**config.mk**
```make
export PLATFORM = sky130hd
export DESIGN_NAME = tlge_row_unit
export DESIGN_NICKNAME = d
export VERILOG_FILES = /design/src/rtl/assert_macros.svh /design/src/rtl/tlge_pkg.sv /design/src/rtl/tlge_row_unit.sv
export SDC_FILE = /design/constraint.sdc
export NUM_CORES = 1
export LEC_CHECK = 0
export BUFFER_PORTS_ARGS = -buffer_cell sky130_fd_sc_hd__buf_2
export CORE_MARGIN = 8
export CORE_UTILIZATION = 40
export DETAILED_ROUTE_END_ITERATION = 10
export PLACE_DENSITY_LB_ADDON = 0.3
export SLEW_MARGIN = 20
export SYNTH_ARGS = -nofsm -noshare
export SYNTH_HDL_FRONTEND = slang
export SYNTH_SLANG_ARGS = --single-unit
```
**constraint.sdc**
```tcl
create_clock -name vclk -period 17.85
set_clock_uncertainty 0.1 [all_clocks]
set_input_delay 1.785 -clock vclk [all_inputs]
set_output_delay 1.785 -clock vclk [all_outputs]
set_load 0.01 [all_outputs]
```
**src/rtl/assert_macros.svh**
```systemverilog
// Assertion macros used by the top level of the Life generation engine.
// No dependencies; included by files that carry concurrent assertions.
`ifndef ASSERT_MACROS_SVH
`define ASSERT_MACROS_SVH

// Same-cycle implication, disabled while reset is high.
`define TLGE_ASSERT_IMPL(lbl, clk, rst, ante, cons) \
  lbl: assert property (@(posedge clk) disable iff (rst) (ante) |-> (cons)) \
    else $error("tlge: same-cycle check failed");

// Next-cycle implication, disabled while reset is high.
`define TLGE_ASSERT_NEXT(lbl, clk, rst, ante, cons) \
  lbl: assert property (@(posedge clk) disable iff (rst) (ante) |=> (cons)) \
    else $error("tlge: next-cycle check failed");

`endif

```
**src/rtl/tlge_pkg.sv**
```systemverilog
// Shared types and constants for the toroidal Life generation engine.
// No dependencies; imported by the engine top level and its row unit.
`default_nettype none

package tlge_pkg;

  // Fixed field widths of the command and response words.
  localparam int CMD_W   = 2;
  localparam int COORD_W = 6;
  localparam int GRID_W  = 7;
  localparam int COUNT_W = 13;

  // Default grid capacity and the reset value of the size register.
  localparam int MAX_SIZE_DEFAULT = 64;
  localparam logic [GRID_W-1:0] GRID_SIZE_RST = 7'd64;

  // Command codes.
  localparam logic [CMD_W-1:0] CMD_WRITE = 2'd0;
  localparam logic [CMD_W-1:0] CMD_READ  = 2'd1;
  localparam logic [CMD_W-1:0] CMD_STEP  = 2'd2;

  // Neighbor counts of the Life rule.
  localparam int BIRTH_COUNT   = 3;
  localparam int SURVIVE_COUNT = 2;

  typedef struct packed {
    logic [CMD_W-1:0]   cmd;
    logic [COORD_W-1:0] row;
    logic [COORD_W-1:0] col;
    logic               cell_in;
  } cmd_word_t;

  typedef struct packed {
    logic               cell_out;
    logic [COUNT_W-1:0] live_count;
    logic               range_error;
  } rsp_word_t;

  typedef enum logic [2:0] {
    ST_IDLE,
    ST_CELL_RD,
    ST_CELL_WB,
    ST_STEP,
    ST_RESULT
  } state_t;

endpackage

`default_nettype wire

```
**src/rtl/tlge_row_unit.sv**
```systemverilog
// Next-generation logic for one grid row, one lane per cell, with column wrap.
// Depends on tlge_pkg for the rule constants.
`default_nettype none

module tlge_row_unit #(
  parameter int MAX_SIZE = tlge_pkg::MAX_SIZE_DEFAULT
) (
  input  logic [MAX_SIZE-1:0]            up,
  input  logic [MAX_SIZE-1:0]            mid,
  input  logic [MAX_SIZE-1:0]            dn,
  input  logic [$clog2(MAX_SIZE+1)-1:0]  size,
  output logic [MAX_SIZE-1:0]            nrow
);
  import tlge_pkg::*;

  localparam int ROW_W = $clog2(MAX_SIZE);
  localparam int N_W   = $clog2(MAX_SIZE+1);

  logic [ROW_W-1:0] last_idx;

  // Column of the wrap point; unused when the size is zero.
  assign last_idx = ROW_W'(size - N_W'(1));

  for (genvar c = 0; c < MAX_SIZE; c++) begin : g_cell
    logic       ul, ur, ml, mr, dl, dr;
    logic [3:0] k;

    // Left neighbors wrap to the last column in use.
    if (c == 0) begin : g_left_wrap
      assign ul = up[last_idx];
      assign ml = mid[last_idx];
      assign dl = dn[last_idx];
    end else begin : g_left
      assign ul = up[c-1];
      assign ml = mid[c-1];
      assign dl = dn[c-1];
    end

    // Right neighbors wrap to column zero past the last column in use.
    if (c == MAX_SIZE-1) begin : g_right_wrap
      assign ur = up[0];
      assign mr = mid[0];
      assign dr = dn[0];
    end else begin : g_right
      assign ur = (N_W'(c+1) < size) ? up[c+1]  : up[0];
      assign mr = (N_W'(c+1) < size) ? mid[c+1] : mid[0];
      assign dr = (N_W'(c+1) < size) ? dn[c+1]  : dn[0];
    end

    // Live neighbor count and the Life rule; cells past the size stay dead.
    assign k = 4'(ul) + 4'(up[c]) + 4'(ur) + 4'(ml) + 4'(mr)
             + 4'(dl) + 4'(dn[c]) + 4'(dr);
    assign nrow[c] = (N_W'(c) < size)
                   && ((k == 4'(BIRTH_COUNT)) || (mid[c] && (k == 4'(SURVIVE_COUNT))));
  end

endmodule

`default_nettype wire
```
======== Yosys cells after proc, flatten, opt, wreduce, memory -nomap -nowiden ========
Cells that the tools add are included.
operators by class
  add/subtract/negate cells ............... 449
  multiply operators ...................... 0
  div/mod/pow operators ................... 0
  $lt $le $gt $ge ......................... 65
  equality and inequality tests ........... 128
  shifts and indexed selects .............. 0
  muxes and demuxes ....................... 195
  bitwise operators ....................... 0
  reduce and logical (&&, ||, !) cells .... 192
operator list
  kind                                                                    count
  4-bit by 1-bit adder with 4-bit output                                  256
  4-bit by 2-bit equality test with 1-bit output (second input constant)  128
  3-bit by 1-bit adder with 4-bit output                                  64
  6-bit by 7-bit < comparator with 1-bit output (first input constant)    32
  2-bit by 1-bit adder with 3-bit output                                  64
  1-bit two-way mux                                                       192
  1-bit by 1-bit adder with 2-bit output                                  64
  1-bit logical AND                                                       128
  5-bit by 7-bit < comparator with 1-bit output (first input constant)    16
  1-bit logical OR                                                        64
  4-bit by 7-bit < comparator with 1-bit output (first input constant)    8
  3-bit by 7-bit < comparator with 1-bit output (first input constant)    4
  1-bit binary-select mux with 6-bit select                               3
  1-bit by 7-bit < comparator with 1-bit output (first input constant)    2
  2-bit by 7-bit < comparator with 1-bit output (first input constant)    2
  6-bit by 7-bit < comparator with 1-bit output (second input constant)   1
  6-bit by 1-bit subtractor with 6-bit output (second input constant)     1
word-level totals
  flip-flop bits (word level) ............. 0
  bits in latches ......................... 0
  bits in writable memories ............... 0
  bits in read-only memories .............. 0
  bits of input ports ..................... 199
  output and inout port bits .............. 64
  logic and storage cells ................. 1029
  memories ................................ 0

======== Logic depth before layout (Yosys ltp) ========
Gate-level depths: netlist of the first run.
  depth in word-level cells ............... 14
  gate-level depth with buffers ........... 21
  mapped depth without buffers ............ 15

======== Least setup slack after synthesis of the first run ========
Ideal clock, no wire load.
  path kind ............................... input to output
  from .................................... in size[0]
  to ...................................... out nrow[0]
  arrival time ............................ 6496 ps
  data required time ...................... 15965 ps
  slack ................................... 9469 ps
  cell stages on the path ................. 19
  buffers on the path ..................... 5
  cells stage by stage .................... clkbuf_1 -> buf_4 -> clkinv_1 -> buf_2 -> ha_1 -> buf_4 -> xor2_4 -> buf_12 -> mux4_2 -> mux2i_1 -> o32ai_1 -> o22ai_1 -> fa_1 -> fa_1 -> inv_1 -> ha_1 -> fa_1 -> o21a_1 -> a311oi_1
between the ends
  cells in the longest elaborated chain, start to end .. 14
  elaborated cells on any way between the ends .. 24
  those cells by class .................... add/sub: 8; order compare: 2; eq/ne: 2; mux: 9; reduce/logical: 3
ends and longest elaborated chain
  item                                                  RTL line             text
  start, declared                                       tlge_row_unit.sv:11  input logic [$clog2(MAX_SIZE+1)-1:0] size,
  6-bit by 1-bit subtractor with 6-bit output           tlge_row_unit.sv:22  assign last_idx = ROW_W'(size - N_W'(1));
  1-bit binary-select mux with 6-bit select             tlge_row_unit.sv:30  assign ul = up[last_idx];
  1-bit two-way mux (not written as such)               tlge_row_unit.sv:30
  1-bit by 1-bit adder with 2-bit output                tlge_row_unit.sv:51  assign k = 4'(ul) + 4'(up[c]) + 4'(ur) + 4'(ml) + 4'(mr)
  2-bit by 1-bit adder with 3-bit output                tlge_row_unit.sv:51
  3-bit by 1-bit adder with 4-bit output                tlge_row_unit.sv:51
  4-bit by 1-bit adder with 4-bit output                tlge_row_unit.sv:51
  4-bit by 1-bit adder with 4-bit output (3 in series)  tlge_row_unit.sv:52  + 4'(dl) + 4'(dn[c]) + 4'(dr);
  4-bit by 2-bit equality test with 1-bit output        tlge_row_unit.sv:54  && ((k == 4'(BIRTH_COUNT)) || (mid[c] && (k == 4'(SURVIVE_COUNT))));
  1-bit logical AND                                     tlge_row_unit.sv:54
  1-bit logical OR                                      tlge_row_unit.sv:54
  1-bit logical AND *                                   tlge_row_unit.sv:54
  end, declared                                         tlge_row_unit.sv:12  output logic [MAX_SIZE-1:0] nrow
Every way passes the cells marked *; elsewhere a longest branch is shown, timed or not. The select of a mux whose other input is x is not followed.

======== Worst setup path in the final report of the first run ========
Ends and elaborated chain as after synthesis.

==> results by group, run 1 <==
Timing
  • Setup ws final: ~7800 ps
  • Crit share post-route: a little under three fifths
  • Final Max Tran Viols: 0
  • Max Clk Rate: roughly 100 MHz
  • Final min period: about 10000 ps
  • Setup TNS Final: 0 ps
  • RSZ-0062 raised after global routing: no
  • Final setup viols: 0
  • Fin. Hold Viols: 0
  • Tightest Pin Transition: 980 ps
  • Rel. slew slack: between 30 and 40%

Worst setup path
  • Crit path arrival time: 8130 ps
  • Maximum fanout along the worst path: 40
  • Critical setup path kind: primary input to output port
  • CP required: between 15000 and 20000 ps
  • CP Launch Type: primary input
  • Critical Path End Type: output port

Job
  • # Max-Cap Violations: 0

GRT
  • Congestion Overflow GR: 0
  • Initial antenna violation count: 7
  • Number of global-route vias before repair: 13.1k
  • First-pass GRT wire length: between 70 and 80 mm
  • Pin count of the biggest net entering global routing: 50
  • GRT Overall Usage: about 22%

Drt
  • Routed WL per cell: 21.9 µm
  • Detail Route Antenna Nets: 0
  • Vias/cell: approximately 5.7
  • Final wirelength: 47.8 mm
  • Vias: 12.5k
  • TritonRoute pass-1 iters: 5
  • DRC viols: 0
  • 1st-iter DRT viols: 704

Floorplanning
  • Full die area: 0.0425 mm²
  • DIE HEIGHT: 206 µm
  • Row cnt: between 60 and 70
  • Die width: 206 µm
  • Core Box Area: 0.0356 mm²
  • Io pins: roughly 260
  • Initial core utilization: 40.6%

Clock tree
  • # hold bufs at CTS: 0
  • Post-cts resize count: 0
  • Number of setup buffers added after CTS: 0

Layout
  • CLK BUF: 0
  • Sequential cell area: 0 µm²
  • Fraction of layout cells with a size suffix above 1: 20.5%
  • Post-layout util: 45.4%
  • Seq cells: 0
  • Synth-to-layout area growth: 11.8%
  • Nets: between 2k and 2.5k
  • Filler instances: ~3.4k

Power and ir drop
  • Pint: about 420 µW
  • P_leak: between 7 and 8 nW
  • Clock power share: 0%
  • Total Power: about 960 µW
  • Logic pwr share: 100.0%
  • Sw frac: a little under three fifths
  • Switching pwr: ~540 µW
  • VDD IR-drop max: 31.2 µV
  • Flop pwr share: 0%
  • Power Dens Cells: between 50 and 60 mW/mm²

Worst hold path
  • HP Class: primary input to output port

Synth
  • Synth Instances: 1494
  • Synth top area share: a little over a third
  • Largest cells by area after synthesis: fa_1 35%, ha_1 17%, mux2i_1 9.6%
  • Syn_nets: 2142
  • Mean Syn Cell Area: approximately 9.7 µm²
  • Biggest area consumer among synthesized cells: fa_1
  • Post-Syn Area: about 0.014 mm²
  • Post-synth cell types: 60
  • Syn. warnings: 0
  • Register area share after synthesis: 0%

Placed design
  • Port Buffers: around 260
  • Placer Congestion: 0.909
  • Pre-CTS setup slack: 7840 ps
  • HPWL Detailed: 41.2 mm

Run status
  • Outcome: completed
==> stage by stage <==
step	hold WS [ps]	cells	instance area [µm²]
6_report	3900	2179	16200
5_1_grt	3920	2174	16100
4_1_cts	3900	2173	16100
3_5_place_dp	3900	2173	16100
3_3_place_gp	3890	2173	16100
2_1_floorplan	3620	1494	14500
==> synth_stat cells (all sizes together) (26+ instances only) <==
master / number
inv: 221
mux4: 36
ha: 193
o21ai: 96
o2111a: 26
buf: 27
nand2: 76
fa: 256
mux2: 34
mux2i: 139
nand3: 60
a21oi: 115
clkbuf: 28
nor2: 66
==> path summary, 6_finish.rpt <==
| check | cells after the start | end | start |
|---|---|---|---|
| min | 3 | nrow[37] | mid[37] |
| max | 16 | nrow[0] | size[0] |
==> cells in the final DEF (no fill, tap or decap), drive strengths merged, types with 3 or more instances in the layout <==
cell	synthesis	final
clkinv	3	3
o221ai	7	7
o21ai	96	96
nor2	66	66
nand3	60	60
a21o	4	4
nor3	9	9
mux2	34	34
or2	4	4
mux4	36	36
nand2	76	76
o211ai	24	24
fa	256	256
o21a	9	9
o2111a	26	26
a32o	12	12
o32ai	7	7
or3	3	3
a31oi	3	3
buf	27	273
nand2b	3	3
a21oi	115	115
mux2i	139	139
inv	221	221
a2111oi	6	6
diode	0	6
ha	193	193
==> per-layer routing <==
metal	GRT usage (%)	vias up	routed length, µm
li1	-	5718	-
met1	30.0	6221	19900
met2	37.1	469	22900
met3	3.15	86	3460
met4	6.34	6	1430
met5	0	-	41
==> worst max-delay path: stages <==
cell	delay [ps]
buf_2	70
buf_4	440
clkinv_1	710
ha_2	1250
mux4_2	610
mux2i_1	190
o221ai_1	140
o22ai_1	240
fa_1	480
fa_1	540
inv_1	40
ha_1	220
fa_1	400
o21a_1	200
a311oi_1	520
buf_2	240
==> layout make-up <==
cell class / count / area [µm²] / share of cell area [%]
inverters: 224 / 841 / 5.20
repair buffers: 273 / 1390 / 8.61
diodes: 6 / 15.0 / 0.0929
well taps: 461 / 577 / 3.57
multi-input cells: 1215 / 13300 / 82.5
==> kinds of logic after synthesis <==
family / after synthesis / synth area share, %
AND/OR/NAND/NOR: 232 / 7.19
XOR/XNOR: 4 / 0.502
adder cells (fa/ha/maj): 449 / 52.2
multiplexers: 209 / 18.1
AO/OA/AOI/OAI: 321 / 14.2
buffers and inverters: 279 / 7.77
==> power groups by stage <==
stage                        clock (mW)  sequential (mW)  combinational [mW]
after floorplan                       0                0               0.674
after global placement                0                0               0.917
after detailed placement              0                0               0.965
after CTS                             0                0               0.971
after global routing      0.00000000750                0                1.11
final                      0.0000000450                0               0.961
(Power assumes the default switching activity.)
==> run 2: changes to the inputs <==
==> constraint.sdc (replaced) <==
create_clock -name vclk -period 10.41
set_clock_uncertainty 0.1 [all_clocks]
set_input_delay 1.041 -clock vclk [all_inputs]
set_output_delay 1.041 -clock vclk [all_outputs]
set_load 0.01 [all_outputs]
==> run 2 against run 1 <==
Against the previous run:
- clock-buffer cell count unchanged
- total power increased by 71%
- sequential share of layout area unchanged
- sequential cell count unchanged
- die area unchanged
- global-route usage decreased by 0.31 points
- setup slack got worse by 5700 ps
==> results by group, run 2 (synthesis gave the netlist of run 1 again) <==
Worst setup path
  • CP Launch Type: primary input
  • Critical Path End Type: output port
  • Critical setup path kind: primary input to output port
  • Maximum fanout along the worst path: 34 (-15%)
  • Crit path arrival time: 7120 ps (-1010 ps)
  • CP required: 9270 ps (-6690 ps)

Layout
  • CLK BUF: 0 (unchanged)
  • Filler instances: 3432 (+0.18%)
  • Most common cell after layout, fill and taps aside: buf_2
  • Sequential cell area: 0 µm² (unchanged)
  • Post-layout util: 45.4% (-0.056 points)
  • Finished Cell Area: 0.0161 mm² (-0.12%)
  • Synth-to-layout area growth: 11.7%
  • Fraction of layout cells with a size suffix above 1: 20.4% (-0.093 points)
  • Nets: 2360 (-0.085%)
  • Seq cells: 0 (unchanged)
  • Most frequent cells in the layout: 263 x buf_2, 256 x fa_1, 221 x inv_1

GRT
  • Congestion Overflow GR: 0 (unchanged)
  • Number of global-route vias before repair: 13.1k (-0.38%)
  • GRT Overall Usage: 22.0% (-0.31 points)
  • Pin count of the biggest net entering global routing: 50 (unchanged)
  • Initial antenna violation count: 9 (+2)
  • First-pass GRT wire length: 73.9 mm (-1.1%)

Timing
  • Rel. slew slack: 30.7% (-4.0 points)
  • Max Clk Rate: roughly 120 MHz
  • Final min period: 8260 ps
  • Crit share post-route: slightly below 80%
  • Final setup viols: 0 (unchanged)
  • Setup TNS Final: 0 ps (unchanged)
  • Final Max Tran Viols: 0 (unchanged)
  • Tightest Pin Transition: 1040 ps (+59.4 ps)
  • RSZ-0062 raised after global routing: no
  • Fin. Hold Viols: 0 (unchanged)

Clock tree
  • Post-cts resize count: 0 (unchanged)
  • # hold bufs at CTS: 0 (unchanged)
  • Number of setup buffers added after CTS: 0 (unchanged)

Drt
  • Routed met3 length: 3.84 mm (+11%)
  • Routed WL per cell: 21.8 µm (-0.38%)
  • Highest routed layer: met5
  • Routed wl met2: 22.4 mm (-2.4%)
  • Detail Route Antenna Nets: 0 (unchanged)
  • WL met1: 19.6 mm (-1.5%)
  • Vias/cell: 5.80 (+1.2%)
  • TritonRoute pass-1 iters: 5 (unchanged)
  • Vias: 12.6k (+0.98%)
  • 1st-iter DRT viols: 781 (+11%)
  • DRC viols: 0 (unchanged)
  • Final wirelength: 47.5 mm (-0.56%)

Floorplanning
  • Row cnt: 69 (unchanged)
  • Initial core utilization: 40.6% (unchanged)
  • DIE HEIGHT: 206 µm (unchanged)
  • Die width: 206 µm (unchanged)
  • Core Box Area: 0.0356 mm² (unchanged)
  • Full die area: 0.0425 mm² (unchanged)
  • Io pins: 263 (unchanged)

Run status
  • Outcome: completed

Power and ir drop
  • Power Dens Cells: 102 mW/mm² (+72%)
  • P_leak: 7.88 nW (-0.13%)
  • Switching pwr: 925 µW (+71%)
  • Logic pwr share: 100.0% (about the same)
  • Clock power share: 0% (unchanged)
  • Sw frac: 56.2% (about the same)
  • Pint: 721 µW (+72%)
  • VDD IR-drop max: 53.4 µV (+71%)
  • Flop pwr share: 0% (unchanged)

Placed design
  • Placer Congestion: 0.949 (+4.3%)
  • HPWL Detailed: 40.7 mm (-1.4%)
  • Port Buffers: 263 (unchanged)
  • Dpl cell area: 0.0161 mm² (about the same)

Job
  • # Max-Cap Violations: 0 (unchanged)

Worst hold path
  • HP Class: primary input to output port
==> run 2: cell types whose count changed in the layout (fill, tap and decap cells not counted) <==
| cell | previous run | this run |
|---|---|---|
| buf_4 | 10 | 8 |
| diode_2 | 6 | 4 |
==> run 2: worst max-delay path: stages <==
cell and delay [ps]:
buf_2 720, clkinv_1 230, ha_2 340, xor2_4 680, buf_4 380, mux4_2 530, mux2i_1 190, o32ai_1 160
o22ai_1 220, fa_1 480, fa_1 550, inv_1 40, ha_1 210, fa_1 390, o21a_1 200, a311oi_1 450
buf_2 240
==> run 2: path summary, 6_finish.rpt <==
check	from	endpoint	slack (ps)	depth (start not counted)
max	size[0]	nrow[0]	2150	17
min	mid[38]	nrow[38]	2400	4
==> run 2: cell type report <==
class / count / area, µm² / share of cell area [%]
timing repair buffer: 271 / 1380 / 8.53
antenna: 4 / 10.0 / 0.0620
tap: 461 / 577 / 3.57
inverter: 224 / 841 / 5.21
multi-input combinational: 1215 / 13300 / 82.6
==> run 2: power groups by stage <==
stage	Sequential [mW]	Clock [mW]	Combinational, mW
2_1_floorplan	0	0	1.16
3_3_place_gp	0	0	1.57
3_5_place_dp	0	0	1.65
4_1_cts	0	0	1.66
5_1_grt	0	0.0000000257	1.90
6_report	0	0.0000000514	1.65
==> run 2: per-stage QoR <==
stage               worst slack [ps]  power [mW]  std cells  hold WS (ps)
global placement                2230        1.57       2171          2400
CTS                             2180        1.66       2171          2400
floorplan                       3520        1.16       1494          2130
finish                          2150        1.65       2175          2400
global route                    1870        1.90       2173          2450
detailed placement              2190        1.65       2171          2400
==> run 2: per-layer routing <==
metal,global-route usage [%],up-vias
met1,29.6,6254
met4,7.12,10
met2,35.7,532
met3,3.71,101
li1,-,5726
met5,0,-
==> run 3: changes to the inputs <==
==> constraint.sdc (replaced) <==
create_clock -name vclk -period 6.8
set_clock_uncertainty 0.1 [all_clocks]
set_input_delay 0.68 -clock vclk [all_inputs]
set_output_delay 0.68 -clock vclk [all_outputs]
set_load 0.01 [all_outputs]
==> run 3 against run 2 <==
Against the previous run:
- via count increased by 0.24%
- hold slack got worse by 710 ps
- final area increased by 0.60%
- critical path depth unchanged
==> results by group, run 3 (synthesis gave the netlist of run 1 again) <==
Power and ir drop
  • Flop pwr share: 0% (unchanged)
  • Switching pwr: 1.43 mW (+54%)
  • Logic pwr share: 100.0% (about the same)
  • Total Power: 2.54 mW (+54%)
  • Pint: 1.11 mW (+54%)
  • Power Dens Cells: 156 mW/mm² (+53%)
  • VDD IR-drop max: 74.4 µV (+39%)
  • P_leak: 7.93 nW (+0.73%)
  • Clock power share: 0% (unchanged)
  • Sw frac: 56.2% (about the same)

GRT
  • Congestion Overflow GR: 0 (unchanged)
  • GRT Overall Usage: 22.5% (+0.50 points)
  • Initial antenna violation count: 12 (+3)
  • First-pass GRT wire length: 75.7 mm (+2.4%)
  • Number of global-route vias before repair: 13.4k (+2.2%)
  • Pin count of the biggest net entering global routing: 50 (unchanged)

Layout
  • Synth-to-layout area growth: 12.3%
  • Seq cells: 0 (unchanged)
  • Most frequent cells in the layout: 263 x buf_2, 256 x fa_1, 221 x inv_1
  • Nets: 2371 (+0.47%)
  • Fraction of layout cells with a size suffix above 1: 20.9% (+0.51 points)
  • Filler instances: 3454 (+0.64%)
  • Most common cell after layout, fill and taps aside: buf_2
  • CLK BUF: 0 (unchanged)
  • Sequential cell area: 0 µm² (unchanged)

Timing
  • Final setup viols: 0 (unchanged)
  • Crit share post-route: a little over nine tenths
  • Final Max Tran Viols: 0 (unchanged)
  • RSZ-0062 raised after global routing: no
  • Setup TNS Final: 0 ps (unchanged)
  • Rel. slew slack: 53.5% (+23 points)
  • Fin. Hold Viols: 0 (unchanged)
  • WHS: 1690 ps (-710 ps)
  • Final min period: roughly 6600 ps
  • Max Clk Rate: 151 MHz
  • Tightest Pin Transition: 680 ps (-359 ps)

Worst hold path
  • Worst hold stages: 4 (unchanged)
  • Worst Hold Path EP: nrow[54]
  • Critical hold path startpoint: mid[54]
  • HP Class: primary input to output port

Job
  • # Max-Cap Violations: 0 (unchanged)

Drt
  • 1st-iter DRT viols: 847 (+8.5%)
  • Final wirelength: 48.1 mm (+1.1%)
  • Vias: 12.7k (+0.24%)
  • Routed WL per cell: 22.0 µm (+0.58%)
  • TritonRoute pass-1 iters: 7 (+2)
  • Vias/cell: 5.79 (-0.31%)
  • Detail Route Antenna Nets: 0 (unchanged)
  • DRC viols: 0 (unchanged)

Worst setup path
  • Crit path arrival time: 5830 ps (-1290 ps)
  • Critical Path End Type: output port
  • CP required: 6020 ps (-3250 ps)
  • Crit path top cell by count: fa_1
  • Critical path cell sequence: buf_2 > inv_1 > ha_2 > xor2_4 > buf_4 > nand2_1 > a32o_1 > o32ai_1 > o22ai_1 > fa_1 > fa_1 > inv_1 > ha_1 > fa_1 > o21a_1 > a311oi_1 > buf_2
  • CP Launch Type: primary input
  • Critical setup path kind: primary input to output port
  • Maximum fanout along the worst path: 16 (-53%)
  • CP max-delay cell: xor2_4
  • Max stage delay on crit path: 570 ps (-150 ps)

Floorplanning
  • Full die area: 0.0425 mm² (unchanged)
  • Row cnt: 69 (unchanged)
  • Core Box Area: 0.0356 mm² (unchanged)
  • Initial core utilization: 40.6% (unchanged)
  • Die width: 206 µm (unchanged)
  • Io pins: 263 (unchanged)
  • DIE HEIGHT: 206 µm (unchanged)

Clock tree
  • Post-cts resize count: 0 (unchanged)
  • # hold bufs at CTS: 0 (unchanged)
  • Number of setup buffers added after CTS: 0 (unchanged)

Placed design
  • HPWL Detailed: 41.3 mm (+1.5%)
  • Placer Congestion: 0.954 (+0.58%)
  • Port Buffers: 263 (unchanged)

Run status
  • Outcome: completed
-- run 3: changes by cell type in the layout (fill, tap and decap cells not counted) --
cell     previous run  this run
buf_12              0         1
buf_4               8        18
diode_2             4         5
-- run 3: worst max-delay path by stage --
stage / from / slack [ps] / cells past startpoint / end
after floorplan: size[0] / 630 / 19 / nrow[0]
after global placement: size[1] / 360 / 17 / nrow[0]
after detailed placement: size[1] / 280 / 17 / nrow[0]
after CTS: size[1] / 280 / 17 / nrow[0]
after global routing: size[1] / 60 / 17 / nrow[0]
final: size[1] / 190 / 17 / nrow[0]
-- run 3: metal layers --
| layer | vias up | share of wire [%] | GRT usage [%] |
|---|---|---|---|
| met1 | 6369 | 42 | 30.0 |
| li1 | 5738 | - | - |
| met3 | 88 | 7.4 | 3.82 |
| met4 | 14 | 2.6 | 5.80 |
| met5 | - | 0.19 | 0 |
| met2 | 444 | 48 | 37.6 |
-- run 3: area by class of cell --
| type | instances | area, µm² | share of cell area [%] |
|---|---|---|---|
| tap | 461 | 577 | 3.55 |
| timing repair buffer | 282 | 1470 | 9.06 |
| multi-input combinational | 1215 | 13300 | 82.1 |
| inverter | 224 | 841 | 5.18 |
| antenna | 5 | 12.5 | 0.0771 |
-- run 3: worst max-delay path: cells and delay by family --
kind	cells	cell delay, ps
buf+inv	5	1020
fa+ha+maj	5	1970
xor+xnor	1	570
simple gates	1	90
compound gates	5	1490
-- run 3: power by group through the flow --
| stage | Sequential [mW] | Combinational [mW] | Clock, mW |
|---|---|---|---|
| global route | 0 | 2.94 | 0.0000000590 |
| global placement | 0 | 2.42 | 0 |
| detailed placement | 0 | 2.54 | 0 |
| floorplan | 0 | 1.77 | 0 |
| CTS | 0 | 2.56 | 0 |
| finish | 0 | 2.54 | 0.0000000984 |
-- run 3: metrics by stage --
step	util, %	instance area (µm²)	setup slack (ps)	cells
finish	45.6	16200	187	2187
global route	45.6	16200	63.8	2185
CTS	45.6	16200	279	2182
detailed placement	45.6	16200	281	2182
global placement	45.6	16200	356	2182
floorplan	-	14500	629	1494
